$ cat src/hw/rtl/cpts_pkg.sv
// Types and constants of the counter/priority task scheduler.
package cpts_pkg;

   localparam int NUM_TASKS_DEF = 8;
   localparam int SLOT_W        = 3;
   localparam int PRIO_W        = 7;
   localparam int CNT_W         = 8;

   // request codes
   localparam logic REQ_TICK  = 1'b0;
   localparam logic REQ_WRITE = 1'b1;

   // per-slot attributes, stored beside the counter memory
   typedef struct packed {
      logic              present;
      logic              runnable;
      logic [PRIO_W-1:0] prio;
   } attr_type;

   typedef enum logic [1:0] {
      ST_IDLE,
      ST_SCAN,
      ST_REFILL,
      ST_DONE
   } state_type;

endpackage

$ cat src/hw/rtl/cpts_if.sv
// Request and response channel interfaces of the scheduler.
interface cpts_req_if;
   logic                        valid;
   logic                        ready;
   logic                        req_type;
   logic [cpts_pkg::SLOT_W-1:0] slot;
   logic [cpts_pkg::PRIO_W-1:0] prio;
   logic                        present;
   logic                        runnable;

   modport source (output valid, req_type, slot, prio, present, runnable, input ready);
   modport sink   (input valid, req_type, slot, prio, present, runnable, output ready);
endinterface

interface cpts_rsp_if;
   logic                        valid;
   logic                        ready;
   logic [cpts_pkg::SLOT_W-1:0] current_slot;
   logic [cpts_pkg::CNT_W-1:0]  current_count;
   logic                        switched;
   logic                        refilled;
   logic                        none_ready;

   modport source (output valid, current_slot, current_count, switched, refilled, none_ready,
                   input ready);
   modport sink   (input valid, current_slot, current_count, switched, refilled, none_ready,
                   output ready);
endinterface

$ cat src/hw/rtl/cpts_ram.sv
// Generic single-port-write, single-port-read RAM with registered read data.
module cpts_ram #(
   parameter int WIDTH = 8,
   parameter int DEPTH = 8,
   localparam int AW   = $clog2(DEPTH)
) (
   input  logic             clock,
   input  logic             wr_en,
   input  logic [AW-1:0]    wr_addr,
   input  logic [WIDTH-1:0] wr_data,
   input  logic             rd_en,
   input  logic [AW-1:0]    rd_addr,
   output logic [WIDTH-1:0] rd_data
);

   logic [WIDTH-1:0] mem [DEPTH];
   logic [WIDTH-1:0] rd_data_ff;

   always_ff @(posedge clock) begin
      if (wr_en) begin
         mem[wr_addr] <= wr_data;
      end
      if (rd_en) begin
         rd_data_ff <= mem[rd_addr];
      end
   end

   assign rd_data = rd_data_ff;

endmodule

$ cat src/hw/rtl/counter_priority_task_scheduler_unit.sv
// Counter/priority task scheduler: slot table in two RAMs, scan/refill sequencer.
// A write word, or a tick that leaves the slice nonzero, answers in the cycle after accept.
// A tick that picks a task answers after the scan pass, or after scan, refill and rescan passes;
// each pass reads one counter RAM entry per cycle. One word is in work at a time; the next is
// taken once the scheduler is idle and the response register is free or being drained.
// Reset (synchronous) clears the valid bits and makes idle current; RAMs are not swept.
module counter_priority_task_scheduler_unit #(
   parameter int NUM_TASKS = cpts_pkg::NUM_TASKS_DEF
) (
   input logic            clock,
   input logic            reset,
   cpts_req_if.sink       req_ch,
   cpts_rsp_if.source     rsp_ch
);

   localparam int IW = $clog2(NUM_TASKS);
   localparam int SW = cpts_pkg::SLOT_W;
   localparam int CW = cpts_pkg::CNT_W;
   localparam int AW = $bits(cpts_pkg::attr_type);
   localparam logic [IW-1:0] FIRST_IDX = IW'(1);
   localparam logic [IW-1:0] LAST_IDX  = IW'(NUM_TASKS - 1);

   // sequencer state
   cpts_pkg::state_type state_ff, state_in;
   logic [IW-1:0]        idx_ff;          // next entry to read
   logic                 issue_done_ff;   // all reads of this pass issued
   logic                 eval_vld_ff;     // RAM data of eval_idx_ff is on the read port
   logic [IW-1:0]        eval_idx_ff;
   logic                 ent_valid_ff;    // entry was written since reset
   logic                 pass2_ff;        // second scan, after the refill
   logic [IW-1:0]        best_idx_ff;
   logic [CW-1:0]        best_cnt_ff;

   // architectural state outside the RAMs
   logic [NUM_TASKS-1:0] valid_ff;
   logic [IW-1:0]        cur_ff;
   logic [CW-1:0]        cur_count_ff;
   logic                 sw_ff, rf_ff, nr_ff;

   // response register
   logic                 rsp_valid_ff;
   logic [SW-1:0]        rsp_slot_ff, rsp_slot_in;
   logic [CW-1:0]        rsp_count_ff, rsp_count_in;
   logic                 rsp_sw_ff, rsp_sw_in;
   logic                 rsp_rf_ff, rsp_rf_in;
   logic                 rsp_nr_ff, rsp_nr_in;
   logic                 rsp_load;

   // RAM ports
   logic                 cnt_we;
   logic [IW-1:0]        cnt_waddr;
   logic [CW-1:0]        cnt_wdata;
   logic [CW-1:0]        cnt_rdata;
   logic                 attr_we;
   cpts_pkg::attr_type   attr_wdata;
   cpts_pkg::attr_type   attr_rdata;
   logic                 rd_en;

   // decode
   logic                 out_free;
   logic                 req_fire;
   logic                 is_write;
   logic                 wr_ok;
   logic [IW-1:0]        wr_idx;
   logic                 wr_hits_cur;
   logic [CW-1:0]        cnt_dec;
   logic                 tick_live;
   logic                 tick_keep;

   // scan datapath
   logic                 eff_present;
   logic                 eff_runnable;
   logic [CW-1:0]        eff_cnt;
   logic [cpts_pkg::PRIO_W-1:0] eff_prio;
   logic                 cand_better;
   logic [IW-1:0]        best_idx_nx;
   logic [CW-1:0]        best_cnt_nx;
   logic                 eval_last_scan;
   logic                 eval_last_refill;
   logic                 scan_finish;
   logic                 scan_start;
   logic                 refill_start;
   logic [CW-1:0]        refill_val;

   cpts_ram #(.WIDTH(CW), .DEPTH(NUM_TASKS)) u_cnt_ram (
      .clock   (clock),
      .wr_en   (cnt_we),
      .wr_addr (cnt_waddr),
      .wr_data (cnt_wdata),
      .rd_en   (rd_en),
      .rd_addr (idx_ff),
      .rd_data (cnt_rdata)
   );

   cpts_ram #(.WIDTH(AW), .DEPTH(NUM_TASKS)) u_attr_ram (
      .clock   (clock),
      .wr_en   (attr_we),
      .wr_addr (wr_idx),
      .wr_data (attr_wdata),
      .rd_en   (rd_en),
      .rd_addr (idx_ff),
      .rd_data (attr_rdata)
   );

   // Accept only when idle and the response register can take the answer.
   assign out_free     = !rsp_valid_ff || rsp_ch.ready;
   assign req_ch.ready = (state_ff == cpts_pkg::ST_IDLE) && out_free;
   assign req_fire     = req_ch.valid && req_ch.ready;
   assign is_write     = (req_ch.req_type == cpts_pkg::REQ_WRITE);

   // Slot zero is the idle task and slots past the table do not exist: drop such writes.
   assign wr_ok        = (req_ch.slot != '0) && (32'(req_ch.slot) < 32'(NUM_TASKS));
   assign wr_idx       = IW'(req_ch.slot);
   assign wr_hits_cur  = wr_ok && (wr_idx == cur_ff);

   // Charge one unit to a running task; keep it if slice remains.
   assign cnt_dec      = cur_count_ff - CW'(1);
   assign tick_live    = (cur_ff != '0) && (cur_count_ff != '0);
   assign tick_keep    = tick_live && (cnt_dec != '0);

   // Entries never written read as all zero.
   assign eff_present  = ent_valid_ff && attr_rdata.present;
   assign eff_runnable = ent_valid_ff && attr_rdata.runnable;
   assign eff_cnt      = ent_valid_ff ? cnt_rdata : '0;
   assign eff_prio     = ent_valid_ff ? attr_rdata.prio : '0;

   // Scan runs from the top slot down; strict compare keeps the higher slot on a tie.
   assign cand_better  = eval_vld_ff && eff_present && eff_runnable && (eff_cnt > best_cnt_ff);
   assign best_idx_nx  = cand_better ? eval_idx_ff : best_idx_ff;
   assign best_cnt_nx  = cand_better ? eff_cnt : best_cnt_ff;

   assign eval_last_scan   = eval_vld_ff && (eval_idx_ff == FIRST_IDX);
   assign eval_last_refill = eval_vld_ff && (eval_idx_ff == LAST_IDX);
   assign scan_finish      = (state_ff == cpts_pkg::ST_SCAN) && eval_last_scan &&
                             ((best_idx_nx != '0) || pass2_ff);

   // counter/2 + priority stays below 255, no saturation needed
   assign refill_val   = (eff_cnt >> 1) + CW'(eff_prio);

   assign scan_start   = (state_in == cpts_pkg::ST_SCAN)   && (state_ff != cpts_pkg::ST_SCAN);
   assign refill_start = (state_in == cpts_pkg::ST_REFILL) && (state_ff != cpts_pkg::ST_REFILL);

   // next state
   always_comb begin
      state_in = state_ff;
      case (state_ff)
         cpts_pkg::ST_IDLE: begin
            if (req_fire && !is_write && !tick_keep) begin
               state_in = cpts_pkg::ST_SCAN;
            end
         end
         cpts_pkg::ST_SCAN: begin
            if (eval_last_scan) begin
               if ((best_idx_nx == '0) && !pass2_ff) begin
                  state_in = cpts_pkg::ST_REFILL;
               end else begin
                  state_in = cpts_pkg::ST_DONE;
               end
            end
         end
         cpts_pkg::ST_REFILL: begin
            if (eval_last_refill) begin
               state_in = cpts_pkg::ST_SCAN;
            end
         end
         cpts_pkg::ST_DONE: begin
            if (out_free) begin
               state_in = cpts_pkg::ST_IDLE;
            end
         end
         default: state_in = cpts_pkg::ST_IDLE;
      endcase
   end

   // RAM control and response selection
   always_comb begin
      rd_en        = 1'b0;
      cnt_we       = 1'b0;
      cnt_waddr    = cur_ff;
      cnt_wdata    = cnt_dec;
      attr_we      = 1'b0;
      attr_wdata   = '{present: req_ch.present, runnable: req_ch.runnable, prio: req_ch.prio};
      rsp_load     = 1'b0;
      rsp_slot_in  = SW'(cur_ff);
      rsp_count_in = cur_count_ff;
      rsp_sw_in    = 1'b0;
      rsp_rf_in    = 1'b0;
      rsp_nr_in    = 1'b0;
      case (state_ff)
         cpts_pkg::ST_IDLE: begin
            if (req_fire) begin
               if (is_write) begin
                  // load the slot, slice starts empty
                  cnt_we       = wr_ok;
                  cnt_waddr    = wr_idx;
                  cnt_wdata    = '0;
                  attr_we      = wr_ok;
                  rsp_load     = 1'b1;
                  rsp_count_in = wr_hits_cur ? '0 : cur_count_ff;
               end else begin
                  cnt_we       = tick_live;
                  rsp_load     = tick_keep;
                  rsp_count_in = cnt_dec;
               end
            end
         end
         cpts_pkg::ST_SCAN: begin
            rd_en = !issue_done_ff;
         end
         cpts_pkg::ST_REFILL: begin
            rd_en     = !issue_done_ff;
            cnt_we    = eval_vld_ff && eff_present;
            cnt_waddr = eval_idx_ff;
            cnt_wdata = refill_val;
         end
         cpts_pkg::ST_DONE: begin
            rsp_load  = out_free;
            rsp_sw_in = sw_ff;
            rsp_rf_in = rf_ff;
            rsp_nr_in = nr_ff;
         end
         default: begin
            rd_en = 1'b0;
         end
      endcase
   end

   // control registers
   always_ff @(posedge clock) begin
      if (reset) begin
         state_ff      <= cpts_pkg::ST_IDLE;
         issue_done_ff <= 1'b1;
         eval_vld_ff   <= 1'b0;
         pass2_ff      <= 1'b0;
         valid_ff      <= '0;
         cur_ff        <= '0;
         cur_count_ff  <= '0;
         rsp_valid_ff  <= 1'b0;
      end else begin
         state_ff    <= state_in;
         eval_vld_ff <= rd_en;

         if (scan_start || refill_start) begin
            issue_done_ff <= 1'b0;
         end else if (rd_en) begin
            if (state_ff == cpts_pkg::ST_SCAN) begin
               issue_done_ff <= (idx_ff == FIRST_IDX);
            end else begin
               issue_done_ff <= (idx_ff == LAST_IDX);
            end
         end

         // the second scan follows the refill pass
         if (refill_start) begin
            pass2_ff <= 1'b1;
         end else if (req_fire) begin
            pass2_ff <= 1'b0;
         end

         if (req_fire && is_write && wr_ok) begin
            valid_ff[wr_idx] <= 1'b1;
         end

         // mirror the current task's counter to answer without a RAM read
         if (req_fire) begin
            if (is_write) begin
               if (wr_hits_cur) begin
                  cur_count_ff <= '0;
               end
            end else if (tick_live) begin
               cur_count_ff <= cnt_dec;
            end
         end else if (scan_finish) begin
            cur_ff       <= best_idx_nx;
            cur_count_ff <= best_cnt_nx;
         end

         if (rsp_load) begin
            rsp_valid_ff <= 1'b1;
         end else if (rsp_ch.ready) begin
            rsp_valid_ff <= 1'b0;
         end
      end
   end

   // datapath registers
   always_ff @(posedge clock) begin
      eval_idx_ff  <= idx_ff;
      ent_valid_ff <= valid_ff[idx_ff];

      if (scan_start) begin
         idx_ff      <= LAST_IDX;
         best_idx_ff <= '0;
         best_cnt_ff <= '0;
      end else if (refill_start) begin
         idx_ff <= FIRST_IDX;
      end else begin
         if (rd_en) begin
            if (state_ff == cpts_pkg::ST_SCAN) begin
               idx_ff <= idx_ff - IW'(1);
            end else begin
               idx_ff <= idx_ff + IW'(1);
            end
         end
         if (state_ff == cpts_pkg::ST_SCAN) begin
            best_idx_ff <= best_idx_nx;
            best_cnt_ff <= best_cnt_nx;
         end
      end

      if (scan_finish) begin
         sw_ff <= (best_idx_nx != cur_ff);
         rf_ff <= pass2_ff;
         nr_ff <= pass2_ff && (best_idx_nx == '0);
      end

      if (rsp_load) begin
         rsp_slot_ff  <= rsp_slot_in;
         rsp_count_ff <= rsp_count_in;
         rsp_sw_ff    <= rsp_sw_in;
         rsp_rf_ff    <= rsp_rf_in;
         rsp_nr_ff    <= rsp_nr_in;
      end
   end

   assign rsp_ch.valid         = rsp_valid_ff;
   assign rsp_ch.current_slot  = rsp_slot_ff;
   assign rsp_ch.current_count = rsp_count_ff;
   assign rsp_ch.switched      = rsp_sw_ff;
   assign rsp_ch.refilled      = rsp_rf_ff;
   assign rsp_ch.none_ready    = rsp_nr_ff;

endmodule

$ cat src/flat_wrapper.sv
// flat-port wrapper written by rule: the top's interface ports become plain ports
module counter_priority_task_scheduler_unit_flat 
#(
   parameter int NUM_TASKS = cpts_pkg::NUM_TASKS_DEF
)
  (clock, reset, req_ch_valid, req_ch_req_type, req_ch_slot, req_ch_prio, req_ch_present, req_ch_runnable, req_ch_ready, rsp_ch_valid, rsp_ch_current_slot, rsp_ch_current_count, rsp_ch_switched, rsp_ch_refilled, rsp_ch_none_ready, rsp_ch_ready);
  cpts_req_if req_ch_i ();
  cpts_rsp_if rsp_ch_i ();
  input logic clock;
  input logic reset;
  input wire logic [$bits(req_ch_i.valid)-1:0] req_ch_valid;
  input wire logic [$bits(req_ch_i.req_type)-1:0] req_ch_req_type;
  input wire logic [$bits(req_ch_i.slot)-1:0] req_ch_slot;
  input wire logic [$bits(req_ch_i.prio)-1:0] req_ch_prio;
  input wire logic [$bits(req_ch_i.present)-1:0] req_ch_present;
  input wire logic [$bits(req_ch_i.runnable)-1:0] req_ch_runnable;
  output wire logic [$bits(req_ch_i.ready)-1:0] req_ch_ready;
  output wire logic [$bits(rsp_ch_i.valid)-1:0] rsp_ch_valid;
  output wire logic [$bits(rsp_ch_i.current_slot)-1:0] rsp_ch_current_slot;
  output wire logic [$bits(rsp_ch_i.current_count)-1:0] rsp_ch_current_count;
  output wire logic [$bits(rsp_ch_i.switched)-1:0] rsp_ch_switched;
  output wire logic [$bits(rsp_ch_i.refilled)-1:0] rsp_ch_refilled;
  output wire logic [$bits(rsp_ch_i.none_ready)-1:0] rsp_ch_none_ready;
  input wire logic [$bits(rsp_ch_i.ready)-1:0] rsp_ch_ready;
  assign req_ch_i.valid = req_ch_valid;
  assign req_ch_i.req_type = req_ch_req_type;
  assign req_ch_i.slot = req_ch_slot;
  assign req_ch_i.prio = req_ch_prio;
  assign req_ch_i.present = req_ch_present;
  assign req_ch_i.runnable = req_ch_runnable;
  assign req_ch_ready = req_ch_i.ready;
  assign rsp_ch_valid = rsp_ch_i.valid;
  assign rsp_ch_current_slot = rsp_ch_i.current_slot;
  assign rsp_ch_current_count = rsp_ch_i.current_count;
  assign rsp_ch_switched = rsp_ch_i.switched;
  assign rsp_ch_refilled = rsp_ch_i.refilled;
  assign rsp_ch_none_ready = rsp_ch_i.none_ready;
  assign rsp_ch_i.ready = rsp_ch_ready;
  counter_priority_task_scheduler_unit #(.NUM_TASKS(NUM_TASKS)) u_core (.clock(clock), .reset(reset), .req_ch(req_ch_i), .rsp_ch(rsp_ch_i));
endmodule
$ cat config.mk
export PLATFORM = sky130hd
export DESIGN_NAME = counter_priority_task_scheduler_unit_flat
export DESIGN_NICKNAME = d
export VERILOG_FILES = /design/src/hw/rtl/cpts_pkg.sv /design/src/hw/rtl/cpts_if.sv /design/src/hw/rtl/cpts_ram.sv /design/src/hw/rtl/counter_priority_task_scheduler_unit.sv /design/src/flat_wrapper.sv
export SDC_FILE = /design/constraint.sdc
export NUM_CORES = 1
export LEC_CHECK = 0
export BUFFER_PORTS_ARGS = -buffer_cell sky130_fd_sc_hd__buf_4
export CAP_MARGIN = 20
export CELL_PAD_IN_SITES_DETAIL_PLACEMENT = 0
export CELL_PAD_IN_SITES_GLOBAL_PLACEMENT = 1
export CORE_AREA = 5 5 146 148
export CTS_CLUSTER_SIZE = 14
export DETAILED_ROUTE_END_ITERATION = 6
export DIE_AREA = 0 0 151 153
export PLACE_DENSITY = 0.82
export SKIP_LAST_GASP = 1
export SYNTH_ARGS = -nofsm -noshare
export SYNTH_HDL_FRONTEND = slang
export SYNTH_HIERARCHICAL = 1
export SYNTH_SLANG_ARGS = --single-unit
export TNS_END_PERCENT = 5
$ cat constraint.sdc
create_clock -name clock -period 4.4 [get_ports clock]
set_clock_uncertainty 0.1 [all_clocks]
set_input_delay 1.32 -clock clock [delete_from_list [all_inputs] [get_ports clock]]
set_output_delay 1.32 -clock clock [all_outputs]
set_load 0.1 [all_outputs]
==> results.txt <==
The flow ran to the end, and the final reports show no timing, DRC or antenna violations. In this run, synthesis produced a sequential element count of 213. In this run the core area contains 52 standard-cell rows. After Yosys synthesis, full adders, half adders and majority gates account for 3.269% of the synthesized area. The post-cts repair resize count is 0.

After detailed routing, the total wire length is 20510 um. After clock tree synthesis, the clock-pin slew on the worst setup and hold paths is 0.06 ns. The critical path's largest stage delay was 0.22 ns. The buffer depth of the longest clock path was 3. The mean area per synthesized cell is 14.34 um2, and the post-synthesis mux area share is 13.87%. Once detail routing completed, the nets flagged for antenna violations numbered 0. Summing the areas of all compound-gate instances in the mapped netlist gives 8.659% of the synthesized area. The half-perimeter wire length after detailed placement is 14200 um, and the detailed-route DRC error count is 0. The dominant combinational cell family by area after synthesis is multiplexers. Setup repair after global routing left no endpoint under its margin. Overall power consumption after layout is estimated at 5.126 mW. Port buffering added 32 buffers. The Yosys step of the flow raised 6 warnings.

The slowest stage cell on the critical path was sky130_fd_sc_hd__buf_4. For the first-pass detailed-route iteration total, the log shows 7. The tools report the global-route usage over all layers as 17.64%. The most common flop cell mapped by yosys was sky130_fd_sc_hd__edfxtp_1. TritonCTS built the clock tree. In the final routed layout, each cell accounts on average for 20.04 um. The tools report the number of max-capacitance violations reported as 0.

The run gives 60.89% as the share of the yosys chip area belonging to registers. Of all nets on the critical path, the largest fanout is 4. Data on the critical path is required at its endpoint by 2.98 ns.

The number of max-slew violations in the final report is 0. The die height is 153 um, and the final setup violation count is 0. Worst setup path category: in2out. The number of clock buffers inserted by TritonCTS is 23, and the post-synthesis cell area is 0.009797 mm2. The x dimension of the die is 151 um, and the simple logic cell fraction of the synthesized area is 8.225%. For this block, the initial DRC count from the detailed router was 389. Entering global routing, the biggest net connects 41 pins. The area enclosed by the die boundary is 0.02310 mm2. The startpoint class of the critical path was an input port.

Walking the worst path, the cells encountered are buf_4 > nand2b_1 > and2_1 > buf_4. Highest attainable clock frequency: 0.2917 GHz. 0 antenna diodes ended up in the layout.

The path class of the lowest-slack min-delay path is reg2reg. In the final design database the tool counted 779 nets. Yosys mapped the design onto 76 distinct sky130hd cell types. Summed over all cells, the static leakage comes to 4.222 nW.

Data on the critical path arrives at its endpoint at 2.01 ns. The number of vias after detailed routing is 5886. The final-report hold violation count is 0. The initial utilization of the core area, before any placement, comes to 49.21%. Routability-driven placement finished with a final weighted congestion of 0.8478.

After synthesis, the share of flip-flops with an asynchronous set or reset is 0%. Counting both buffers and inverters, the worst setup path holds a total of 2. The cell count after synthesis came out at 683.

Counting every net in the synthesized netlist gives 724. Number of vias per cell after detailed routing: 5.754. The number of enable flip-flop cells after synthesis is 170, and the final-layout setup total negative slack is 0 ns. The xor-xnor portion of the synthesized cell area was 1.788%; the maximum resistive drop on vdd was 0.3357 mV. After layout, the worst path uses 77.90% of the clock period. After filler insertion, the fill cell instance count of the layout stands at 1612.

The logs give 0 for the number of buffers inserted to repair setup after CTS and 0 for the initial antenna violation count. The tree is rooted in a sky130_fd_sc_hd__clkbuf_16. The power density over cell area is 460.3 mW/mm2, and the number of ports placed on the die boundary is 33.

The logs give 5781 for the via count of the first global-routing pass and 0 for the total congestion overflow after global routing. STA classifies the critical path endpoint as a primary output. The cell that appears most often on the critical path is sky130_fd_sc_hd__buf_4.

The run gives 0 as the number of hold-repair buffers added at the cts stage. From synthesis to final layout, the design area changed by 13.67%. Of the cells placed in the final design, the portion with a size suffix greater than 1 is 18.19%. The global-route wire length before repair is 32020 um. The area of the placeable core is 0.01991 mm2, and the maximum level of the CTS H-tree is 1. Headroom to the max-slew limit came out at 43.69%. The smallest clock period supported by the final layout is computed as 3.428 ns. Grouping stages by cell kind, the critical path spends the most delay in simple AND/OR/NAND/NOR gates. The run gives 0.50 ns as the clock insertion delay at the later pin of the skew report.

Counting every sink on the clock net gives 213. At the pin with the least slew margin, the transition time is 0.8415 ns.
==> logic make-up after synthesis <==
kind of cell,Yosys count
flops,213
simple gates,159
compound gates,124
mux,76
buf+inv,65
fa+ha+maj,26
xor+xnor,20
==> routing by layer <==
layer | up-vias | GRT usage [%] | part of all wire (%)
met2 | 173 | 29.31 | 49
met4 | 0 | 4.793 | 2.4
met3 | 37 | 2.606 | 5.1
met1 | 2916 | 24.36 | 43
li1 | 2760 | - | -
met5 | - | 0 | 0
==> placed cells by master (no fill, tap or decap), drive strengths merged, types with 3 or more instances in the layout <==
cell type / Yosys / routed
edfxtp: 170 / 170
buf: 18 / 63
nand2: 44 / 44
nor2: 44 / 44
dfxtp: 43 / 43
o21ai: 39 / 39
mux4: 36 / 36
inv: 31 / 32
clkbuf: 15 / 25
ha: 24 / 24
mux2i: 21 / 21
mux2: 19 / 19
a21oi: 13 / 13
and2: 13 / 13
nand2b: 11 / 11
xnor2: 11 / 11
a31oi: 11 / 11
nor3: 11 / 11
clkinv: 1 / 10
xor2: 9 / 9
o22ai: 8 / 8
o211ai: 7 / 7
nand3: 6 / 6
nor2b: 5 / 5
o21a: 5 / 5
o31ai: 5 / 5
nand3b: 4 / 4
and3: 4 / 4
a211oi: 4 / 4
a32o: 4 / 4
clkinvlp: 0 / 3
or3: 3 / 3
a31o: 3 / 3
o21bai: 3 / 3
==> synthesized netlist by cell type (8+ instances only) <==
library cell	n	area (um2)
sky130_fd_sc_hd__a31oi_1	10	62.56
sky130_fd_sc_hd__mux4_1	33	867.1
sky130_fd_sc_hd__nor3_1	8	40.04
sky130_fd_sc_hd__o21ai_0	29	145.1
sky130_fd_sc_hd__nor2_1	42	157.7
sky130_fd_sc_hd__edfxtp_1	170	5105
sky130_fd_sc_hd__dfxtp_1	43	860.8
sky130_fd_sc_hd__mux2_2	19	214.0
sky130_fd_sc_hd__ha_1	24	300.3
sky130_fd_sc_hd__inv_1	31	116.4
sky130_fd_sc_hd__o21ai_1	9	45.04
sky130_fd_sc_hd__nand2b_1	11	68.82
sky130_fd_sc_hd__mux2i_1	21	210.2
sky130_fd_sc_hd__xnor2_1	11	96.34
sky130_fd_sc_hd__and2_1	13	81.33
sky130_fd_sc_hd__clkbuf_1	15	56.30
sky130_fd_sc_hd__xor2_1	9	78.83
sky130_fd_sc_hd__a21oi_1	13	65.06
sky130_fd_sc_hd__nand2_1	43	161.4
==> power breakdown <==
group | internal, mW | leakage [nW] | total (mW) | switching (mW)
clock | 1.08 | 0.349 | 1.85 | 0.768
combinational | 0.385 | 1.99 | 0.891 | 0.506
sequential | 2.30 | 1.88 | 2.38 | 0.0842
total | 3.77 | 4.22 | 5.13 | 1.36
==> final timing paths <==
check                                       startpoint                         end  slack (ns)  cells after the start
worst max-delay path                      rsp_ch_ready                req_ch_ready        0.97                      4
worst min-delay path                u_core/valid_ff[0]          u_core/valid_ff[0]        0.37                      1
worst max register to register  u_core/cur_count_ff[0]  u_core/u_cnt_ram/mem[6][6]        1.12                      8
worst min register to register      u_core/valid_ff[0]          u_core/valid_ff[0]        0.37                      1
==> through the flow <==
step | hold WS (ns) | worst slack, ns | std cells | utilization (%) | instance area [um2]
floorplan | 0.3064 | 0.6990 | 683 | - | 9797
global placement | 0.3452 | 0.7284 | 982 | 52.23 | 10400
detailed placement | 0.3552 | 0.6178 | 982 | 52.23 | 10400
CTS | 0.3686 | 0.9363 | 1022 | 55.89 | 11130
global route | 0.3825 | 0.8834 | 1023 | 55.93 | 11140
finish | 0.3674 | 0.9722 | 1023 | 55.93 | 11140
==> final cells by class <==
cell class	instances	area, um2	share of cell area (%)
Tap cell	270	337.8	3.034
Clock buffer	25	583.1	5.236
Multi-Input combinational cell	405	3508	31.51
Clock inverter	15	146.4	1.315
Timing Repair Buffer	63	473.0	4.247
Sequential cell	213	5967	53.58
Inverter	32	120.1	1.079
==> state kept, by name, summed over array words and instances, names as in the netlist, 2 cells and up <==
register                     cells
u_core/valid_ff                  8
u_core/cur_count_ff              8
u_core/u_cnt_ram/rd_data         8
u_core/best_idx_ff               3
u_core/u_attr_ram/mem           72
u_core/best_cnt_ff               8
u_core/eval_idx_ff               3
u_core/cur_ff                    3
u_core/idx_ff                    3
u_core/rsp_ch.current_slot       3
u_core/state_ff                  2
u_core/rsp_ch.current_count      8
u_core/u_cnt_ram/mem            64
u_core/u_attr_ram/rd_data        9
No activity file was read; power rests on OpenSTA's default activity.
